==> src/design/rhss_pkg.sv <==
// rhss_pkg: shared types, constants and hash helpers for the rolling hash search
// used by rhss_ctrl, rhss_dp, rhss_chk and the top level
// no dependencies
package rhss_pkg;

    // default sizes
    localparam int MAX_PATTERN_DEF = 32;
    localparam int MAX_TEXT_DEF    = 65536;

    // hash arithmetic: base 26, modulo 997, residues fit 10 bits
    localparam int HASH_W    = 10;
    localparam int HASH_BASE = 26;
    localparam int HASH_MOD  = 997;
    // 2^HASH_W folded back under the modulus
    localparam int HASH_FOLD = (1 << HASH_W) % HASH_MOD;

    // stream widths
    localparam int BYTE_W     = 8;
    localparam int POS_W      = 16;
    localparam int IN_DATA_W  = 8;
    localparam int OUT_DATA_W = 24;

    // datapath operations issued by the controller
    typedef enum logic [3:0] {
        OP_NONE,
        OP_PAT_ACCEPT,
        OP_PAT_REDUCE,
        OP_TXT_ACCEPT,
        OP_TXT_MUL,
        OP_TXT_ROLL,
        OP_TXT_PUSH,
        OP_CMP_READ,
        OP_CMP_EVAL,
        OP_EMIT
    } t_dp_op;

    // datapath status back to the controller
    typedef struct packed {
        logic hit;       // hash hit on the window just pushed, still to be confirmed
        logic cmp_done;  // full compare finished (mismatch or last pair)
        logic last;      // current beat closes the text
        logic out_busy;  // result register still holds an untaken beat
    } t_dp_status;

    // controller states
    typedef enum logic [2:0] {
        ST_IDLE,
        ST_PAT_RED,
        ST_TXT_MUL,
        ST_TXT_ROLL,
        ST_TXT_PUSH,
        ST_CMP_RD,
        ST_CMP_EQ,
        ST_EMIT
    } t_state;

    // reduce an 18-bit value modulo 997 by two folds and one subtract
    function automatic logic [HASH_W-1:0] hash_mod(input logic [17:0] x);
        logic [12:0] y;
        logic [10:0] z;
        y = 13'(x[17:10]) * 13'(HASH_FOLD) + 13'(x[9:0]);
        z = 11'(y[12:10]) * 11'(HASH_FOLD) + 11'(y[9:0]);
        return (z >= 11'(HASH_MOD)) ? 10'(z - 11'(HASH_MOD)) : z[HASH_W-1:0];
    endfunction

    // h * 26 + b, unreduced
    function automatic logic [14:0] hash_shift(input logic [HASH_W-1:0] h,
                                               input logic [BYTE_W-1:0] b);
        return 15'(h) * 15'(HASH_BASE) + 15'(b);
    endfunction

endpackage

==> src/design/rhss_ctrl.sv <==
// rhss_ctrl: sequencer for pattern load, window roll, full compare and result
// depends on rhss_pkg (t_state, t_dp_op, t_dp_status)
module rhss_ctrl
    import rhss_pkg::*;
(
    input  logic       i_clk,
    input  logic       i_rst_n,
    input  logic       i_in_valid,
    input  logic       i_req_type,
    input  t_dp_status i_status,
    output logic       o_in_ready,
    output t_dp_op     o_op
);

    t_state r_state;
    t_state n_state;

    // state register
    always_ff @(posedge i_clk) begin
        if (!i_rst_n) begin
            r_state <= ST_IDLE;
        end else begin
            r_state <= n_state;
        end
    end

    // next state and datapath operation
    always_comb begin
        n_state    = r_state;
        o_op       = OP_NONE;
        o_in_ready = 1'b0;
        unique case (r_state)
            ST_IDLE: begin
                o_in_ready = 1'b1;
                if (i_in_valid) begin
                    if (i_req_type) begin
                        o_op    = OP_TXT_ACCEPT;
                        n_state = ST_TXT_MUL;
                    end else begin
                        o_op    = OP_PAT_ACCEPT;
                        n_state = ST_PAT_RED;
                    end
                end
            end
            ST_PAT_RED: begin
                o_op    = OP_PAT_REDUCE;
                n_state = ST_IDLE;
            end
            ST_TXT_MUL: begin
                o_op    = OP_TXT_MUL;
                n_state = ST_TXT_ROLL;
            end
            ST_TXT_ROLL: begin
                o_op    = OP_TXT_ROLL;
                n_state = ST_TXT_PUSH;
            end
            ST_TXT_PUSH: begin
                o_op = OP_TXT_PUSH;
                if (i_status.hit) begin
                    n_state = ST_CMP_RD;
                end else if (i_status.last) begin
                    n_state = ST_EMIT;
                end else begin
                    n_state = ST_IDLE;
                end
            end
            ST_CMP_RD: begin
                o_op    = OP_CMP_READ;
                n_state = ST_CMP_EQ;
            end
            ST_CMP_EQ: begin
                o_op = OP_CMP_EVAL;
                if (!i_status.cmp_done) begin
                    n_state = ST_CMP_RD;
                end else if (i_status.last) begin
                    n_state = ST_EMIT;
                end else begin
                    n_state = ST_IDLE;
                end
            end
            ST_EMIT: begin
                // wait for a free result register
                if (!i_status.out_busy) begin
                    o_op    = OP_EMIT;
                    n_state = ST_IDLE;
                end
            end
            default: begin
                n_state = ST_IDLE;
            end
        endcase
    end

endmodule

==> src/design/rhss_dp.sv <==
// rhss_dp: pattern and window stores, hash registers, counters, result register
// depends on rhss_pkg (hash_mod, hash_shift, t_dp_op, t_dp_status)
module rhss_dp
    import rhss_pkg::*;
#(
    parameter int MAX_PATTERN = MAX_PATTERN_DEF,
    parameter int MAX_TEXT    = MAX_TEXT_DEF
) (
    input  logic              i_clk,
    input  logic              i_rst_n,
    input  t_dp_op            i_op,
    input  logic [BYTE_W-1:0] i_byte,
    input  logic              i_last,
    input  logic              i_out_ready,
    output t_dp_status        o_status,
    output logic              o_out_valid,
    output logic              o_found,
    output logic [POS_W-1:0]  o_match_position,
    output logic              o_pattern_overflow
);

    localparam int AW = (MAX_PATTERN > 1) ? $clog2(MAX_PATTERN) : 1;
    localparam int LW = $clog2(MAX_PATTERN + 1);
    localparam int PW = LW + 1;
    localparam int TW = $clog2(MAX_TEXT + 1);
    localparam int CW = ((TW > LW) ? TW : LW) + 1;

    // stores
    logic [BYTE_W-1:0] pat_mem [MAX_PATTERN];
    logic [BYTE_W-1:0] win_mem [MAX_PATTERN];
    logic [BYTE_W-1:0] r_pat_q;
    logic [BYTE_W-1:0] r_win_q;

    // pattern state
    logic [LW-1:0]     r_len;
    logic [HASH_W-1:0] r_ph;
    logic [HASH_W-1:0] r_drop;
    logic              r_ovf;
    logic              r_loading;
    logic [14:0]       r_ptmp;
    logic [14:0]       r_dtmp;
    logic              r_pstore;

    // text state
    logic [TW-1:0]     r_count;
    logic [HASH_W-1:0] r_wh;
    logic              r_match;
    logic [TW-1:0]     r_first;
    logic [AW-1:0]     r_wp;

    // per-beat working registers
    logic [BYTE_W-1:0] r_byte;
    logic              r_last;
    logic              r_act;
    logic              r_cnt_ok;
    logic              r_drop_en;
    logic [17:0]       r_prod;
    logic [AW-1:0]     r_cptr;
    logic [LW-1:0]     r_k;

    // result register
    logic              r_out_valid;
    logic              r_found;
    logic [POS_W-1:0]  r_pos;
    logic              r_out_ovf;

    // combinational helpers
    logic              eff_loading;
    logic [LW-1:0]     eff_len;
    logic [HASH_W-1:0] eff_ph;
    logic [HASH_W-1:0] eff_drop;
    logic [PW-1:0]     old_sum;
    logic [AW-1:0]     old_ptr;
    logic [AW-1:0]     start_ptr;
    logic [AW-1:0]     cptr_next;
    logic [AW-1:0]     wp_next;
    logic [HASH_W-1:0] sub_val;
    logic [10:0]       roll_sum;
    logic [HASH_W-1:0] wh_rolled;
    logic [HASH_W-1:0] wh_pushed;
    logic              hit;
    logic              pat_eq;
    logic              last_pair;
    logic              emit_found;
    logic [TW+15:0]    first_ext;
    logic              win_rd_en;
    logic [AW-1:0]     win_rd_addr;

    function automatic logic [AW-1:0] ring_inc(input logic [AW-1:0] p);
        return (p == AW'(MAX_PATTERN - 1)) ? '0 : AW'(p + AW'(1));
    endfunction

    // effective pattern state: a fresh load starts from empty
    assign eff_loading = r_loading;
    assign eff_len     = eff_loading ? r_len : '0;
    assign eff_ph      = eff_loading ? r_ph : '0;
    assign eff_drop    = eff_loading ? r_drop : HASH_W'(1);

    // oldest window slot: (wp - len) mod ring size, compare starts one past it
    assign old_sum   = PW'(r_wp) + PW'(MAX_PATTERN) - PW'(r_len);
    assign old_ptr   = (old_sum >= PW'(MAX_PATTERN)) ?
                       AW'(old_sum - PW'(MAX_PATTERN)) : AW'(old_sum);
    assign start_ptr = ring_inc(old_ptr);
    assign cptr_next = ring_inc(r_cptr);
    assign wp_next   = ring_inc(r_wp);

    // drop the leaving byte, then shift in the new one
    assign sub_val   = hash_mod(r_prod);
    assign roll_sum  = 11'(r_wh) + 11'(HASH_MOD) - 11'(sub_val);
    assign wh_rolled = (roll_sum >= 11'(HASH_MOD)) ?
                       HASH_W'(roll_sum - 11'(HASH_MOD)) : HASH_W'(roll_sum);
    assign wh_pushed = hash_mod(18'(hash_shift(r_wh, r_byte)));

    // hash hit on a full window that still needs confirming
    assign hit = r_act && !r_match && (wh_pushed == r_ph) &&
                 (CW'(r_count) + CW'(1) >= CW'(r_len));

    // compare step
    assign pat_eq    = (r_win_q == r_pat_q);
    assign last_pair = (r_k == r_len);

    assign o_status.hit      = hit;
    assign o_status.cmp_done = !pat_eq || last_pair;
    assign o_status.last     = r_last;
    assign o_status.out_busy = r_out_valid && !i_out_ready;

    // window read address: oldest byte on accept, compare pointer otherwise
    assign win_rd_en   = (i_op == OP_TXT_ACCEPT) || (i_op == OP_CMP_READ);
    assign win_rd_addr = (i_op == OP_TXT_ACCEPT) ? old_ptr : r_cptr;

    // pattern store, one write and one registered read
    always_ff @(posedge i_clk) begin
        if (i_op == OP_PAT_ACCEPT && eff_len < LW'(MAX_PATTERN)) begin
            pat_mem[eff_len[AW-1:0]] <= i_byte;
        end
        if (i_op == OP_CMP_READ) begin
            r_pat_q <= pat_mem[r_k[AW-1:0]];
        end
    end

    // window ring, one write and one registered read
    always_ff @(posedge i_clk) begin
        if (i_op == OP_TXT_PUSH && r_act) begin
            win_mem[r_wp] <= r_byte;
        end
        if (win_rd_en) begin
            r_win_q <= win_mem[win_rd_addr];
        end
    end

    // working registers, no reset needed
    always_ff @(posedge i_clk) begin
        case (i_op)
            OP_PAT_ACCEPT: begin
                r_byte   <= i_byte;
                r_last   <= i_last;
                r_ptmp   <= hash_shift(eff_ph, i_byte);
                r_dtmp   <= (eff_len != '0) ? hash_shift(eff_drop, '0) : 15'(1);
                r_pstore <= (eff_len < LW'(MAX_PATTERN));
            end
            OP_TXT_ACCEPT: begin
                r_byte    <= i_byte;
                r_last    <= i_last;
                r_cnt_ok  <= (r_count < TW'(MAX_TEXT));
                r_act     <= (r_count < TW'(MAX_TEXT)) && !r_ovf && (r_len != '0);
                r_drop_en <= (CW'(r_count) >= CW'(r_len));
            end
            OP_TXT_MUL: begin
                r_prod <= 18'(r_win_q) * 18'(r_drop);
            end
            OP_TXT_PUSH: begin
                r_cptr <= start_ptr;
                r_k    <= '0;
            end
            OP_CMP_READ: begin
                r_cptr <= cptr_next;
                r_k    <= LW'(r_k + LW'(1));
            end
            default: begin
            end
        endcase
    end

    // pattern and text state
    always_ff @(posedge i_clk) begin
        if (!i_rst_n) begin
            r_len     <= '0;
            r_ph      <= '0;
            r_drop    <= HASH_W'(1);
            r_ovf     <= 1'b0;
            r_loading <= 1'b0;
            r_count   <= '0;
            r_wh      <= '0;
            r_match   <= 1'b0;
            r_first   <= '0;
            r_wp      <= '0;
        end else begin
            case (i_op)
                OP_PAT_ACCEPT: begin
                    r_loading <= !i_last;
                    if (!eff_loading) begin
                        // new pattern drops any text in progress
                        r_ovf   <= 1'b0;
                        r_count <= '0;
                        r_wh    <= '0;
                        r_match <= 1'b0;
                        r_first <= '0;
                        r_wp    <= '0;
                    end
                    if (eff_len >= LW'(MAX_PATTERN)) begin
                        r_ovf <= 1'b1;
                    end else begin
                        r_len <= LW'(eff_len + LW'(1));
                    end
                end
                OP_PAT_REDUCE: begin
                    if (r_pstore) begin
                        r_ph   <= hash_mod(18'(r_ptmp));
                        r_drop <= hash_mod(18'(r_dtmp));
                    end
                end
                OP_TXT_ACCEPT: begin
                    r_loading <= 1'b0;
                end
                OP_TXT_ROLL: begin
                    if (r_act && r_drop_en) begin
                        r_wh <= wh_rolled;
                    end
                end
                OP_TXT_PUSH: begin
                    if (r_cnt_ok) begin
                        r_count <= TW'(r_count + TW'(1));
                    end
                    if (r_act) begin
                        r_wh <= wh_pushed;
                        r_wp <= wp_next;
                    end
                end
                OP_CMP_EVAL: begin
                    if (pat_eq && last_pair) begin
                        r_match <= 1'b1;
                        r_first <= TW'(CW'(r_count) - CW'(r_len));
                    end
                end
                OP_EMIT: begin
                    // text state clears, pattern is kept
                    r_count <= '0;
                    r_wh    <= '0;
                    r_match <= 1'b0;
                    r_first <= '0;
                    r_wp    <= '0;
                end
                default: begin
                end
            endcase
        end
    end

    // result values
    assign emit_found = !r_ovf && ((r_len == '0) || r_match);
    assign first_ext  = (TW + 16)'(r_first);

    // result register valid
    always_ff @(posedge i_clk) begin
        if (!i_rst_n) begin
            r_out_valid <= 1'b0;
        end else if (i_op == OP_EMIT) begin
            r_out_valid <= 1'b1;
        end else if (i_out_ready) begin
            r_out_valid <= 1'b0;
        end
    end

    // result register payload
    always_ff @(posedge i_clk) begin
        if (i_op == OP_EMIT) begin
            r_found   <= emit_found;
            r_pos     <= (!r_ovf && (r_len != '0) && r_match) ? first_ext[15:0] : '0;
            r_out_ovf <= r_ovf;
        end
    end

    assign o_out_valid        = r_out_valid;
    assign o_found            = r_found;
    assign o_match_position   = r_pos;
    assign o_pattern_overflow = r_out_ovf;

endmodule

==> src/design/rolling_hash_substring_search_top.sv <==
// Rolling hash substring search, top level.
// Input stream: tuser = 0 loads a pattern byte, tuser = 1 feeds a text byte,
// tdata carries the byte, tlast closes the pattern or the text. The pattern
// is hashed as it loads (base 26, modulo 997); text bytes roll a window hash
// and fill a ring of the last MAX_PATTERN bytes.
// Output stream: one beat per text run, after the beat carrying tlast.
// Sequence: a pattern beat passes the accept and reduce states. A text beat
// passes accept, multiply, roll and push, set by the read of the leaving byte,
// its multiply by the drop power and the two dependent modular steps. A hash
// hit before the first match adds a read and an evaluate step per pattern byte
// for the full compare through the single read port of each store, ending early at
// the first unequal pair. The result beat is loaded in the emit state after the last text beat.
// One beat is worked on at a time; s_axis_tready is high only when idle.
// If the receiver stalls, the result register holds its beat; beats are still
// taken meanwhile until the next result is ready, which then holds the input off.
// Reset clears pattern length, hashes, counters and the result valid flag; the
// byte stores need no clearing since only written entries are read.
// depends on rhss_pkg, rhss_ctrl, rhss_dp
module rolling_hash_substring_search_top
    import rhss_pkg::*;
#(
    parameter int MAX_PATTERN = MAX_PATTERN_DEF,
    parameter int MAX_TEXT    = MAX_TEXT_DEF
) (
    input  logic                  i_clk,
    input  logic                  i_rst_n,
    input  logic                  s_axis_tvalid,
    output logic                  s_axis_tready,
    input  logic [IN_DATA_W-1:0]  s_axis_tdata,   // [7:0] data_byte
    input  logic                  s_axis_tlast,   // last
    input  logic                  s_axis_tuser,   // [0] req_type
    output logic                  m_axis_tvalid,
    input  logic                  m_axis_tready,
    output logic [OUT_DATA_W-1:0] m_axis_tdata    // [0] found, [16:1] match_position,
                                                  // [17] pattern_overflow, [23:18] zero
);

    t_dp_op           op;
    t_dp_status       status;
    logic             found;
    logic [POS_W-1:0] match_position;
    logic             pattern_overflow;

    // sequencer
    rhss_ctrl u_ctrl (
        .i_clk      (i_clk),
        .i_rst_n    (i_rst_n),
        .i_in_valid (s_axis_tvalid),
        .i_req_type (s_axis_tuser),
        .i_status   (status),
        .o_in_ready (s_axis_tready),
        .o_op       (op)
    );

    // stores, hashes and result register
    rhss_dp #(
        .MAX_PATTERN (MAX_PATTERN),
        .MAX_TEXT    (MAX_TEXT)
    ) u_dp (
        .i_clk              (i_clk),
        .i_rst_n            (i_rst_n),
        .i_op               (op),
        .i_byte             (s_axis_tdata[BYTE_W-1:0]),
        .i_last             (s_axis_tlast),
        .i_out_ready        (m_axis_tready),
        .o_status           (status),
        .o_out_valid        (m_axis_tvalid),
        .o_found            (found),
        .o_match_position   (match_position),
        .o_pattern_overflow (pattern_overflow)
    );

    // result beat packing
    assign m_axis_tdata = {6'b0, pattern_overflow, match_position, found};

endmodule

==> config.mk <==
export PLATFORM = sky130hd
export DESIGN_NAME = rolling_hash_substring_search_top
export DESIGN_NICKNAME = d
export VERILOG_FILES = /design/src/design/rhss_pkg.sv /design/src/design/rhss_ctrl.sv /design/src/design/rhss_dp.sv /design/src/design/rolling_hash_substring_search_top.sv
export SDC_FILE = /design/constraint.sdc
export NUM_CORES = 2
export LEC_CHECK = 0
export BUFFER_PORTS_ARGS = -buffer_cell sky130_fd_sc_hd__buf_2
export CORE_MARGIN = 4
export CORE_UTILIZATION = 35
export CTS_BUF_LIST = sky130_fd_sc_hd__clkbuf_4
export DETAILED_ROUTE_END_ITERATION = 7
export HOLD_SLACK_MARGIN = 0.02
export PLACE_DENSITY = 0.46
export SYNTH_ARGS = -nofsm -noshare
export SYNTH_HDL_FRONTEND = slang
export SYNTH_SLANG_ARGS = --single-unit
export TNS_END_PERCENT = 30
==> constraint.sdc <==
create_clock -name i_clk -period 19.24 [get_ports i_clk]
set_input_delay 3.848 -clock i_clk [delete_from_list [all_inputs] [get_ports i_clk]]
set_output_delay 3.848 -clock i_clk [all_outputs]
set_load 0.01 [all_outputs]
==> results.sh <==
export IMPL_max_slew_margin_pct=27.58
export IMPL_grt_util_all_layers_pct=16.66
export IMPL_crit_arrival_ps=11160
export IMPL_min_path_type="register to register"
export IMPL_drc=0
export IMPL_area_growth_syn_to_layout_pct=10.38
export IMPL_vias=25730
export IMPL_setup_viol=0
export IMPL_die_area_um2=122500
export IMPL_synth_area_leader_cell="edfxtp_1"
export IMPL_synthCells=3271
export IMPL_grt_start_max_net_pins=67
export IMPL_crit_path_start="u_dp.r_prod[14]"
export IMPL_holdBufCountCts=0
export IMPL_min_to="u_dp.r_first[2]"
export IMPL_async_flop_share_pct=0
export IMPL_layout_drive_gt1_share_pct=15.88
export IMPL_ys_seq_elements=699
export IMPL_drt_pre_antenna_iters=5
export IMPL_critPathLaunchType="register"
export IMPL_r2r_cells=45
export IMPL_cts_num_sinks=699
export IMPL_critPathSlowestCell="fa_1"
export IMPL_cts_tree="built"
export IMPL_place_detailed_hpwl_um=69740
export IMPL_synth_edf_count=618
export IMPL_drv_cap=0
export IMPL_regToRegSetupSlack_ps=9010
export IMPL_synthXorXnorAreaFrac_pct=4.599
export IMPL_cts_clk_slew_worst_paths_ps=60
export IMPL_synth_compound_area_share_pct=7.481
export IMPL_drt_iter0_markers=1548
export IMPL_hp_start="u_dp.r_first[2]"
export IMPL_cp_required_ps=20160
export IMPL_cts_setup_buffers=0
export IMPL_timing_rr_end="u_dp.r_wh[8]"
export IMPL_synth_simple_area_share_pct=8.627
export IMPL_grt_pass1_wl_um=156400
export IMPL_fin_nets=3857
export IMPL_critical_path_class="register to register"
export IMPL_synthAdderAreaFrac_pct=15.84
export IMPL_fill_cells=11200
export IMPL_insertion_delay_ps=1060
export IMPL_cts_buffers=189
export IMPL_syn_cell_area_um2=40940
export IMPL_ant_nets=0
export IMPL_end_kind="register"
export IMPL_port_buffers=33
export IMPL_setup_slack_ps=9006
export IMPL_overflow=0
export IMPL_rows=125
export IMPL_timing_fmax_mhz=97.71
export IMPL_worst_slew_pin_transition_ps=1086
export IMPL_fin_crit_sh_pct=53.19
export IMPL_synthTopCellsByArea="edfxtp_1 45%, ha_1 9.4%, mux4_2 7.9%"
export IMPL_design_area_um2=45190
export IMPL_die_w_um=350.0
export IMPL_io_pins=40
export IMPL_yosysUniqueCellTypes=87
export IMPL_vias_per_cell=5.080
export IMPL_crit_path_frequent_cell="a21oi_1"
export IMPL_ys_seq_area_share_pct=49.29
export IMPL_outcome="complete, no violations"
export IMPL_whs_ps=451.3
export IMPL_grt_pass1_vias=27060
export IMPL_synth_top_family_by_area="adder cells"
export IMPL_wl_per_cell_um=19.79
export IMPL_cts_resized=0
export IMPL_place_area_um2=42810
export IMPL_slew_violations=0
export IMPL_yosys_mux_area_fraction_pct=9.324
export IMPL_antenna_found_initial=8
export IMPL_holdPathStages=2
export IMPL_clock_skew_ps=107.2
export IMPL_avgSynthCellArea_um2=12.52
export IMPL_clock_path_buffers=3
export IMPL_preCtsSetupSlack_ps=9050
export IMPL_cts_root_buf="clkbuf_4"
export IMPL_hold_violations=0
export IMPL_fin_tns_setup_ps=0
export IMPL_core_area_um2=116200
export IMPL_rsz0062_at_grt="no"
export IMPL_critPathMaxStageDelay_ps=540
export IMPL_fin_crit_ps=10230
export IMPL_cp_max_fo=10
export IMPL_h_tree_depth=4
export IMPL_rr_startpoint="u_dp.r_prod[14]"
export IMPL_start_util_pct=35.23
export IMPL_yosysWarningCount=0
export IMPL_synth_main_ff_cell="edfxtp_1"
export IMPL_gp_congestion=0.8552
export IMPL_synth_top_cell_area_share_pct=45.33
export IMPL_wl_um=100300
export IMPL_die_y_um=350.0
==> cell usage after synthesis, types with 8 or more instances <==
cell and instances:
nor4_1 13, nand2b_1 15, mux2_2 27, o211ai_1 14
o21a_1 12, a21oi_1 159, and3_1 17, nor3_1 29
nor3b_1 9, and2_1 74, or2_2 10, nand4_1 9
buf_1 25, o21bai_1 42, edfxtp_1 618, xor2_1 87
mux2i_1 27, nand3b_1 9, clkbuf_1 92, o21ai_0 89
buf_4 8, fa_1 132, ha_1 307, xnor2_1 128
mux4_2 144, inv_1 386, nor2_1 200, o31ai_1 8
a22oi_1 15, nor2b_1 31, dfxtp_1 81, a21o_1 36
nand3_1 59, a211oi_1 19, nand2_1 206, a31oi_1 12
or3_1 19
==> cell type report <==
cell class / instances / area (µm²) / area share [%]
inverter: 387 / 1453 / 3.214
clock buffer: 276 / 2072 / 4.585
tap: 1524 / 1907 / 4.219
sequential: 699 / 20180 / 44.65
multi-input combinational: 2061 / 18860 / 41.72
clock inverter: 51 / 310.3 / 0.6866
antenna: 1 / 2.502 / 0.005537
timing repair buffer: 66 / 412.9 / 0.9136
==> critical path: cells and delay by family (launching register included) <==
family / cells / cell delay (ps)
fa+ha+maj: 10 / 3860
compound gates: 21 / 3740
xor+xnor: 4 / 1020
simple gates: 6 / 880
flops: 1 / 450
buf+inv: 4 / 190
==> placed cells by master, fill, tap and decap left out, types with 7 or more instances in the layout <==
cell and n:
a211o_1 7, a211oi_1 19, a21o_1 36, a21oi_1 159, a22oi_1 15, a31oi_1 11, and2_1 74, and3_1 17
buf_2 33, buf_4 33, clkbuf_4 276, clkinv_1 34, dfxtp_1 81, edfxtp_1 618, fa_1 132, ha_1 307
inv_1 386, mux2_2 27, mux2i_1 24, mux4_2 144, nand2_1 206, nand2b_1 15, nand3_1 59, nand3b_1 9
nand4_1 9, nor2_1 199, nor2b_1 30, nor3_1 29, nor3b_1 8, nor4_1 13, o211ai_1 14, o21a_1 12
o21ai_0 89, o21bai_1 42, o31ai_1 8, or2_2 10, or3_1 19, xnor2_1 128, xor2_1 87
==> per-stage QoR <==
stage	std cells	utilization (%)
after global routing	5065	38.89
after CTS	5064	38.89
final	5065	38.89
after floorplan	3276	-
after detailed placement	4737	36.84
after global placement	4737	36.84
==> logic make-up after synthesis <==
family	after synthesis
simple gates	729
flops	699
buf+inv	516
compound gates	474
fa+ha+maj	439
xor+xnor	215
mux	198
other cells	1
==> flip-flops by register name, indices dropped and copies added, names as in the netlist, 8 cells and up <==
signal and cells:
u_dp.o_match_position 16, u_dp.r_pat_q 8, u_dp.r_first 16, u_dp.r_dtmp 15
u_dp.r_ph 10, u_dp.win_mem 256, u_dp.r_wh 10, u_dp.r_ptmp 15
u_dp.r_byte 8, u_dp.r_drop 10, u_dp.r_prod 18, u_dp.r_win_q 8
u_dp.r_count 17, u_dp.pat_mem 256
==> worst max path at each step <==
stage,cells past startpoint,end
3_3_place_gp,45,u_dp.r_wh[8]
3_5_place_dp,45,u_dp.r_wh[8]
4_1_cts,45,u_dp.r_wh[8]
5_1_grt,46,u_dp.r_wh[1]
6_report,45,u_dp.r_wh[8]
2_1_floorplan,46,u_dp.r_wh[8]
==> per-layer routing <==
metal | up-vias | global-route usage [%] | routed length (µm)
met5 | - | 0 | 13
met4 | 2 | 5.799 | 2458
met3 | 169 | 3.105 | 4644
met2 | 589 | 27.37 | 47560
met1 | 12860 | 22.21 | 45580
li1 | 12110 | - | -
Power is left out: the tool's default activity adds up to more than one toggle a clock period on the data nets, which glitch-free logic cannot reach.
